## config.mk

```make
export PLATFORM = sky130hd
export DESIGN_NAME = akf_mul
export DESIGN_NICKNAME = d
export VERILOG_FILES = /design/src/sv/akf_pkg.sv /design/src/sv/akf_mul.sv
export SDC_FILE = /design/constraint.sdc
export NUM_CORES = 2
export LEC_CHECK = 0
export BUFFER_PORTS_ARGS = -buffer_cell sky130_fd_sc_hd__buf_2
export CORE_MARGIN = 2
export CORE_UTILIZATION = 40
export CTS_CLUSTER_DIAMETER = 120
export DETAILED_ROUTE_END_ITERATION = 6
export PLACE_DENSITY = 0.64
export SKIP_LAST_GASP = 1
export SYNTH_ARGS = -nofsm -noshare
export SYNTH_HDL_FRONTEND = slang
export SYNTH_SLANG_ARGS = --single-unit
export TNS_END_PERCENT = 100
```

## constraint.sdc

```tcl
create_clock -name clock -period 16.4 [get_ports clock]
set_input_delay 2.46 -clock clock [delete_from_list [all_inputs] [get_ports clock]]
set_output_delay 2.46 -clock clock [all_outputs]
set_load 0.01 [all_outputs]
```

## src/sv/akf_pkg.sv

```systemverilog
`default_nettype none
package akf_pkg;
   localparam int DataWidth = 32;
   localparam int NoiseWidth = 31;
   localparam int StepWidth = 16;
   localparam int CsrIndexWidth = 2;
   localparam int MulWidth = 34;
   localparam int ProdWidth = 2 * MulWidth;
   localparam int DivNumWidth = 60;
   localparam int DivDenWidth = 33;

   localparam logic [NoiseWidth-1:0] QaReset = 31'd268435;
   localparam logic [NoiseWidth-1:0] QbReset = 31'd805306;
   localparam logic [NoiseWidth-1:0] RReset = 31'd8053064;

   typedef enum logic [CsrIndexWidth-1:0] {
      CSR_QA = 2'd0,
      CSR_QB = 2'd1,
      CSR_R = 2'd2,
      CSR_START = 2'd3
   } csr_index_type;

   // rounding shift amounts
   typedef enum logic {
      SHIFT_16 = 1'b0,
      SHIFT_28 = 1'b1
   } shift_type;

   typedef struct packed {
      logic start;
      shift_type shift;
      logic signed [MulWidth-1:0] a;
      logic signed [MulWidth-1:0] b;
   } mul_req_type;

   typedef struct packed {
      logic start;
      logic signed [DataWidth:0] num;
      logic [DivDenWidth-1:0] den;
   } div_req_type;

   function automatic logic signed [DataWidth-1:0] sat32(input logic signed [MulWidth+1:0] v);
      logic signed [MulWidth+1:0] hi;
      logic signed [MulWidth+1:0] lo;
      begin
         hi = (MulWidth+2)'(2147483647);
         lo = -(MulWidth+2)'(64'sd2147483648);
         if (v > hi) return 32'sh7fffffff;
         else if (v < lo) return 32'sh80000000;
         else return v[DataWidth-1:0];
      end
   endfunction
endpackage
`default_nettype wire

```

## src/sv/akf_mul.sv

```systemverilog
`default_nettype none
// signed multiply with round half away from zero and right shift, product registered
module akf_mul (
   input wire logic clock,
   input wire logic reset,
   input wire akf_pkg::mul_req_type req,
   output logic done,
   output logic signed [akf_pkg::MulWidth+1:0] result
);
   localparam int MW = akf_pkg::MulWidth;
   localparam int PW = akf_pkg::ProdWidth;

   logic [PW-1:0] prod_ff, prod_in;
   logic neg_ff, neg_in;
   akf_pkg::shift_type shift_ff, shift_in;
   logic busy_ff, busy_in;
   logic [MW-1:0] mag_a, mag_b;
   logic [PW-1:0] rounded;
   logic [PW-1:0] shifted;

   assign mag_a = req.a[MW-1] ? MW'(-req.a) : MW'(req.a);
   assign mag_b = req.b[MW-1] ? MW'(-req.b) : MW'(req.b);
   assign prod_in = PW'(mag_a) * PW'(mag_b);
   assign neg_in = req.a[MW-1] ^ req.b[MW-1];
   assign shift_in = req.shift;
   assign busy_in = req.start;

   always_comb begin
      case (shift_ff)
         akf_pkg::SHIFT_16: begin
            rounded = prod_ff + (PW'(1) << 15);
            shifted = rounded >> 16;
         end
         akf_pkg::SHIFT_28: begin
            rounded = prod_ff + (PW'(1) << 27);
            shifted = rounded >> 28;
         end
         default: begin
            rounded = prod_ff;
            shifted = prod_ff;
         end
      endcase
   end

   // magnitudes stay under 2^35 after the shift in every use
   assign result = neg_ff ? -$signed(shifted[MW+1:0]) : $signed(shifted[MW+1:0]);
   assign done = busy_ff;

   always_ff @(posedge clock) begin
      if (reset) begin
         busy_ff <= 1'b0;
      end else begin
         busy_ff <= busy_in;
      end
      prod_ff <= prod_in;
      neg_ff <= neg_in;
      shift_ff <= shift_in;
   end
endmodule
`default_nettype wire

```

==> flow_metrics.py <==
metrics = {
    "yosys": {
        "syn-cell-area_um2": 40600,
        "yosys_warnings": 0,
        "ys_types": 90,
        "async_flop_share_pct": 0,
        "synth-main-ff-cell": "dfxtp_1",
        "netlist_instances": 4745,
        "syn_avg_cell_area_um2": 8.56,
        "synth_top_area_share_pct": 49.9,
        "synth_area_leader_cell": "fa_1",
        "ys_top_cells_by_area": "fa_1 (50%), inv_1 (10%), ha_1 (7.9%)",
        "synth_edf_count": 0,
        "synth_fp_nets": 6087,
        "synth-seq-area-share_pct": 2.56,
        "ys_ff_latch": 52,
    },
    "worst_hold_path": {
        "min_path_type": "input pin to flip-flop",
        "hold_path_depth": 1,
    },
    "floorplan": {
        "fp.coreArea_um2": 100000,
        "die-height_um": 323,
        "start_util_pct": 40.5,
        "num_io_pins": 109,
        "num_rows": 116,
        "die-area_um2": 104000,
        "dieWidth_um": 323,
    },
    "place": {
        "place_congestion": 0.999,
        "post-dp-hpwl_mm": 109,
        "placed_area_um2": 43500,
        "portBuffers": 108,
    },
    "route": {
        "first_pass_iters": 7,
        "vias": 32800,
        "ant_nets": 0,
        "drc": 0,
        "routedWlPerCell_um": 22.3,
        "via_per_inst": 5.38,
        "drt_iter0_markers": 3004,
        "routed_wl_mm": 136,
    },
    "timing": {
        "drv_slew": 0,
        "fin_tns_setup_ns": 0,
        "rsz0062_at_grt": "no",
        "hold_violations": 0,
        "fin_crit_sh_pct": 78.3,
        "min_period_ns": 12.84,
        "setup_viol": 0,
        "max_slew_margin_pct": 13.8,
        "worst_pin_slew_ns": 1.29,
        "max_freq_mhz": 77.9,
    },
    "critical_path": {
        "cp-start-kind": "input pin",
        "crit_family": "adder cells",
        "cp_num_cells": 31,
        "path_class": "input pin to flip-flop",
        "path_buf_inv": 7,
        "arrival_ns": 12.99,
        "critPathMaxStageDelay_ns": 0.90,
        "crit_slowest_cell": "xnor2_2",
        "worstPathMaxFanout": 13,
        "cp-end-kind": "flip-flop",
        "crit_required_ns": 16.55,
        "cp_common_cell": "fa_1",
    },
    "finish": {
        "nets": 6075,
        "drive_gt1_share_pct": 7.22,
        "syn2layout_area_growth_pct": 7.52,
        "final_common_cell": "inv_1",
        "stdcell_area_um2": 43700,
        "final_cell_mix": "inv_1 (1096), fa_1 (1014), nand2_1 (684)",
    },
    "clock_network": {
        "numCtsBuffers": 5,
        "cts.sinks": 52,
        "cts_tree": "yes",
        "cts-resized-gates": 0,
        "post_cts.repair.setup_buffers": 0,
        "h-tree-depth": 2,
        "cts_buffer_depth": 2,
        "path_clk_slew_ns": 0.07,
        "hold_buffers": 0,
        "cts_root_buffer": "clkbuf_16",
    },
    "grt": {
        "grt_pass1_wl_mm": 208,
        "antenna_found_initial": 6,
        "grt.total_usage_pct": 26.7,
        "grt_pass1_vias": 34300,
        "gr-total-overflow": 0,
        "grt_max_degree": 81,
    },
    "run": {
        "cap_violations": 0,
    },
    "status": {
        "status": "finished clean",
    },
}
## path summary, 6_finish.rpt
kind | from | to
max | req[40] | prod_ff[61]
min | req[68] | shift_ff
## per-layer routing
metal,wire length [um],GRT usage (%),vias to the layer above
li1,-,-,14000
met1,54000,36.1,16600
met2,58900,41.6,1894
met3,17300,7.42,344
met4,5460,8.39,6
met5,45,0,-
## cells by family (layout without fill, tap and decap cells)
logic type	after synthesis	in the layout	share of synthesized area, %
flops	52	52	2.56
other cells	0	1	0
simple gates	1494	1494	15.7
xor+xnor	239	239	5.17
mux	46	46	1.17
buf+inv	1329	1318	12.4
compound gates	315	315	5.22
fa+ha+maj	1270	1270	57.8
## metrics by stage
stage	util (%)	instances	hold slack, ns	worst slack, ns
floorplan	-	4745	2.49	4.87
global placement	43.4	6083	2.56	3.46
detailed placement	43.4	6083	2.56	3.32
CTS	43.5	6091	2.25	3.60
global route	43.5	6091	2.25	3.05
finish	43.5	6092	2.26	3.56
## final cells by class
cell class / instances / area [um^2]
timing repair buffer: 212 / 1320
clock buffer: 5 / 125
antenna: 1 / 2.50
multi-input combinational: 3364 / 35400
fill: 9977 / 56700
sequential: 52 / 1040
tap: 1357 / 1700
inverter: 1098 / 4120
clock inverter: 3 / 27.5
## state kept, by name (all words and copies together) (netlist names)
signal    flops
prod_ff      49
done          1
neg_ff        1
shift_ff      1
## Yosys cell counts (6+ instances only)
library cell     n
a21o_1          35
a21oi_1         77
a31oi_1         12
and2_1          29
and3_1          13
buf_1            6
buf_2           13
clkbuf_1       207
dfxtp_1         52
fa_1          1014
ha_1           256
inv_1         1096
mux2_2          11
mux2i_1         34
nand2_1        684
nand2b_1         7
nand3_1         34
nand3b_1         6
nand4_1         27
nor2_1         569
nor2b_1          8
nor3_1          18
nor4_1           9
o211ai_1         6
o21ai_0         65
o21ai_1          7
o21bai_1        12
o22ai_1          6
o31ai_1         27
o41ai_1         11
or2_2           17
or3_1           21
or4_1           16
xnor2_1        155
xor2_1          83
Power is left out: the tool's default activity adds up to more than one toggle a clock period on the data nets, which glitch-free logic cannot reach.
