**config.mk**
```make
export PLATFORM = sky130hd
export DESIGN_NAME = akf_div
export DESIGN_NICKNAME = d
export VERILOG_FILES = /design/src/sv/akf_pkg.sv /design/src/sv/akf_div.sv
export SDC_FILE = /design/constraint.sdc
export NUM_CORES = 1
export LEC_CHECK = 0
export BUFFER_PORTS_ARGS = -buffer_cell sky130_fd_sc_hd__buf_2
export CAP_MARGIN = 20
export CORE_UTILIZATION = 55
export CTS_CLUSTER_SIZE = 8
export DETAILED_ROUTE_END_ITERATION = 8
export GPL_TIMING_DRIVEN = 0
export PLACE_DENSITY = 0.76
export SYNTH_ARGS = -nofsm -noshare
export SYNTH_HDL_FRONTEND = slang
export SYNTH_SLANG_ARGS = --single-unit
```
**constraint.sdc**
```tcl
create_clock -name clock -period 10 [get_ports clock]
set_clock_uncertainty 0.1 [all_clocks]
set_input_delay 1.5 -clock clock [delete_from_list [all_inputs] [get_ports clock]]
set_output_delay 1.5 -clock clock [all_outputs]
set_load 0.05 [all_outputs]
```
**src/sv/akf_pkg.sv**
```systemverilog
`default_nettype none
package akf_pkg;
   localparam int DataWidth = 32;
   localparam int NoiseWidth = 31;
   localparam int StepWidth = 16;
   localparam int CsrIndexWidth = 2;
   localparam int MulWidth = 34;
   localparam int ProdWidth = 2 * MulWidth;
   localparam int DivNumWidth = 60;
   localparam int DivDenWidth = 33;

   localparam logic [NoiseWidth-1:0] QaReset = 31'd268435;
   localparam logic [NoiseWidth-1:0] QbReset = 31'd805306;
   localparam logic [NoiseWidth-1:0] RReset = 31'd8053064;

   typedef enum logic [CsrIndexWidth-1:0] {
      CSR_QA = 2'd0,
      CSR_QB = 2'd1,
      CSR_R = 2'd2,
      CSR_START = 2'd3
   } csr_index_type;

   // rounding shift amounts
   typedef enum logic {
      SHIFT_16 = 1'b0,
      SHIFT_28 = 1'b1
   } shift_type;

   typedef struct packed {
      logic start;
      shift_type shift;
      logic signed [MulWidth-1:0] a;
      logic signed [MulWidth-1:0] b;
   } mul_req_type;

   typedef struct packed {
      logic start;
      logic signed [DataWidth:0] num;
      logic [DivDenWidth-1:0] den;
   } div_req_type;

   function automatic logic signed [DataWidth-1:0] sat32(input logic signed [MulWidth+1:0] v);
      logic signed [MulWidth+1:0] hi;
      logic signed [MulWidth+1:0] lo;
      begin
         hi = (MulWidth+2)'(2147483647);
         lo = -(MulWidth+2)'(64'sd2147483648);
         if (v > hi) return 32'sh7fffffff;
         else if (v < lo) return 32'sh80000000;
         else return v[DataWidth-1:0];
      end
   endfunction
endpackage
`default_nettype wire

```
**src/sv/akf_div.sv**
```systemverilog
`default_nettype none
// restoring divider, one quotient bit a cycle, rounded gain num*2^28/den saturated
module akf_div (
   input wire logic clock,
   input wire logic reset,
   input wire akf_pkg::div_req_type req,
   output logic done,
   output logic signed [akf_pkg::DataWidth-1:0] result
);
   localparam int NW = akf_pkg::DivNumWidth;
   localparam int DW = akf_pkg::DivDenWidth;
   localparam int CW = $clog2(NW + 1);

   logic [NW-1:0] quo_ff, quo_in;
   logic [DW:0] rem_ff, rem_in;
   logic [DW-1:0] den_ff, den_in;
   logic neg_ff, neg_in;
   logic [CW-1:0] count_ff, count_in;
   logic busy_ff, busy_in;
   logic done_ff, done_in;
   logic [DW:0] trial;
   logic [DW:0] shifted_rem;
   logic [NW:0] q_round;
   logic [NW:0] q_sat;
   logic [DW:0] twice_rem;
   logic [akf_pkg::DataWidth:0] num_mag;

   assign num_mag = req.num[akf_pkg::DataWidth] ? -req.num : req.num;
   assign shifted_rem = {rem_ff[DW-1:0], quo_ff[NW-1]};
   assign trial = shifted_rem - {1'b0, den_ff};
   // round half up: remainder*2 >= den (equal to (n + d/2)/d)
   assign twice_rem = {rem_ff[DW-1:0], 1'b0};
   assign q_round = {1'b0, quo_ff} + ((twice_rem >= {1'b0, den_ff}) ? (NW+1)'(1) : '0);
   assign q_sat = (q_round > (NW+1)'(64'h80000000)) ? (NW+1)'(64'h80000000) : q_round;

   always_comb begin
      quo_in = quo_ff;
      rem_in = rem_ff;
      den_in = den_ff;
      neg_in = neg_ff;
      count_in = count_ff;
      busy_in = busy_ff;
      done_in = 1'b0;
      if (req.start) begin
         quo_in = NW'(num_mag) << 28;
         rem_in = '0;
         den_in = req.den;
         neg_in = req.num[akf_pkg::DataWidth];
         count_in = CW'(NW);
         busy_in = 1'b1;
      end else if (busy_ff) begin
         if (trial[DW]) begin
            rem_in = shifted_rem;
            quo_in = {quo_ff[NW-2:0], 1'b0};
         end else begin
            rem_in = trial;
            quo_in = {quo_ff[NW-2:0], 1'b1};
         end
         count_in = count_ff - CW'(1);
         if (count_ff == CW'(1)) begin
            busy_in = 1'b0;
            done_in = 1'b1;
         end
      end
   end

   always_comb begin
      if (neg_ff) result = akf_pkg::sat32(-(akf_pkg::MulWidth+2)'(q_sat[akf_pkg::DataWidth:0]));
      else result = akf_pkg::sat32((akf_pkg::MulWidth+2)'(q_sat[akf_pkg::DataWidth:0]));
   end
   assign done = done_ff;

   always_ff @(posedge clock) begin
      if (reset) begin
         busy_ff <= 1'b0;
         done_ff <= 1'b0;
         count_ff <= '0;
      end else begin
         busy_ff <= busy_in;
         done_ff <= done_in;
         count_ff <= count_in;
      end
      quo_ff <= quo_in;
      rem_ff <= rem_in;
      den_ff <= den_in;
      neg_ff <= neg_in;
   end
endmodule
`default_nettype wire

```
==> out/metrics.cfg <==
[outcome]
status=complete, no violations

[place]
port_buffers=100
hpwl_um=23300
gp_congestion=1.04

[sta]
max_clock_freq_ghz=0.105
period_share_pct=95.4
worst_pin_slew_ps=1030
setup_viol=0
max_slew_margin_pct=31.0
finalHoldViolCount=0
slew_violations=0
period_needed_ps=9540
rsz0062_at_grt=false

[clock_tree]
hold_buffers=0
clkTransAtPathRegs_ps=60
cts_buffers=17
cts.sinks=135
clock_path_buffers=2
clock-root-buffer=clkbuf_16
htree_num_levels=4
clock_latency_ps=430
cts_tree=built

[cells_and_area]
finalNetCount=1602
syn2layout_area_growth_pct=14.3
fillCellCount=1806
drive_above_1_share_pct=13.5
diodes=0
final_util_pct=64.8

[routing]
route.vias.total=11000
via_per_inst=6.23
wire_per_inst_um=17.8
drt_iter0_drc=1018
drcViolationCount=0
ant_nets=0
dr.pass1.iters=6
drt_wl_total_um=31500

[synth]
netlist_instances=1371
ys.flop_type=dfxtp_1
yosysTopAreaCell=edfxtp_1
synth_area_um2=11100
yosysUniqueCellTypes=79
yosys-top-cells-area=edfxtp_1 (18%), dfxtp_1 (12%), xnor2_1 (6.4%), mux2i_1 (4.9%), nor2_1 (4.8%)
synth_fp_nets=1481
synth_top_area_share_pct=17.8
yosysMostFrequentCell=nor2_1
netlist_top_cells_count=nor2_1 (141), nand2_1 (104), xnor2_1 (81)
synthArstFlopShare_pct=0
yosysSeqAreaShare_pct=30.2
synth_edf_count=66
ys_ff_latch=135
avgSynthCellArea_um2=8.12
yosys_warnings=0

[worst_setup_path]
slowest_stage=or4_1
cp_slowest_stage_delay_ps=480
critPathKind=register to output pin
cp.arrival_ps=7940
crit_path_max_fanout=10
start_kind=register
worstPathRequired_ps=8400
critPathBufInv=4
end_kind=output pin
crit_family=compound AO/OA/AOI/OAI gates

[global_route]
grt_usage_pct=30.8
grt_antenna_before_repair=0
grt-ovfl-total=0
grt_max_degree=36
grt_pass1_vias=10100
grt_pass1_wl_um=50800

[floorplan]
ios=102
die_w_um=144
die_h_um=144
start_util_pct=56.7
core_um2=19700
num_rows=51
die_area_um2=20800

[pwr]
leakagePower_nw=5.15
vdd_drop_max_uv=115
power_mw=1.77
powerDensity_nw_per_um2=139

[run]
maxCapViolCount=0

[min_path]
hp-class=register to register

## tightest hold or removal path: cells and delay by family (launching register included)
family          cells  cell delay, ps
flops               1             320
simple gates        1              60
compound gates      1              70
## cells by family after synthesis
| kind of cell | Yosys count | share of synthesized area (%) |
|---|---|---|
| AND/OR/NAND/NOR | 527 | 24.7 |
| AO/OA/AOI/OAI | 338 | 20.5 |
| buffers and inverters | 156 | 5.57 |
| flip-flops | 135 | 30.2 |
| XOR/XNOR | 115 | 9.05 |
| multiplexers | 59 | 5.36 |
| adder cells (fa/ha/maj) | 41 | 4.67 |
## placed cells by master (no fill, tap or decap), types with 41 or more instances in the layout
master      n
nor2_1    140
clkbuf_1   57
edfxtp_1   66
nand3_1    41
mux2i_1    54
buf_2     108
o21ai_0    53
xnor2_1    81
a21oi_1    80
nand2_1   104
dfxtp_1    69
inv_1      63
## state kept, by name, summed over array words and instances, names as in the netlist
name and flops:
busy_ff 1, count_ff 6, den_ff 33, done 1, neg_ff 1, quo_ff 60
rem_ff 33
## metal layers
metal  GRT usage [%]  up-vias  wire length (µm)
li1                -     5323                 -
met2            47.5      443             13900
met5               0        -                 0
met1            43.1     5193             14600
met3            4.90       75              2170
met4            11.6        0               814
## report_power, final
group	switching [mW]	total [mW]	internal (mW)
combinational	0.277	0.455	0.178
sequential	0.0387	0.665	0.627
clock	0.246	0.649	0.403
## what timing repair did
item,CTS,global route
pin swaps,2,3
hold endpoints to repair,0,0
buffers inserted,2,2
gates resized for setup,11,24
setup endpoints to repair,31,31
## through the flow
stage	hold WS, ps	instance area, µm²	std cells	worst slack [ps]	TNS, ps
6_report	400	12700	1770	465	0
5_1_grt	419	12700	1770	11.8	0
4_1_cts	396	12600	1770	27.1	0
3_5_place_dp	387	12000	1736	-475	-8960
3_3_place_gp	377	12000	1736	-417	-5290
2_1_floorplan	358	11100	1371	779	0
## worst paths after layout
| path | cells after the start | startpoint | to | slack (ps) |
|---|---|---|---|---|
| setup / recovery | 31 | den_ff[11]$_DFFE_PP_ | result[28] | 460 |
| hold / removal | 2 | rem_ff[31]$_SDFFE_PP0P_ | rem_ff[32]$_SDFFE_PP0P_ | 400 |
| setup reg to reg | 14 | quo_ff[59]$_DFFE_PP_ | rem_ff[22]$_SDFFE_PP0P_ | 5530 |
| hold reg to reg | 2 | rem_ff[31]$_SDFFE_PP0P_ | rem_ff[32]$_SDFFE_PP0P_ | 400 |
## layout make-up
cell class	count	area (µm²)	share of cell area, %
Sequential cell	135	3360	26.4
Buffer	90	378	2.97
Timing Repair Buffer	104	548	4.30
Multi-Input combinational cell	1080	7270	57.1
Inverter	64	240	1.89
Tap cell	265	332	2.60
Clock buffer	19	453	3.56
Clock inverter	13	153	1.20
Power figures use the tool's default switching activity.
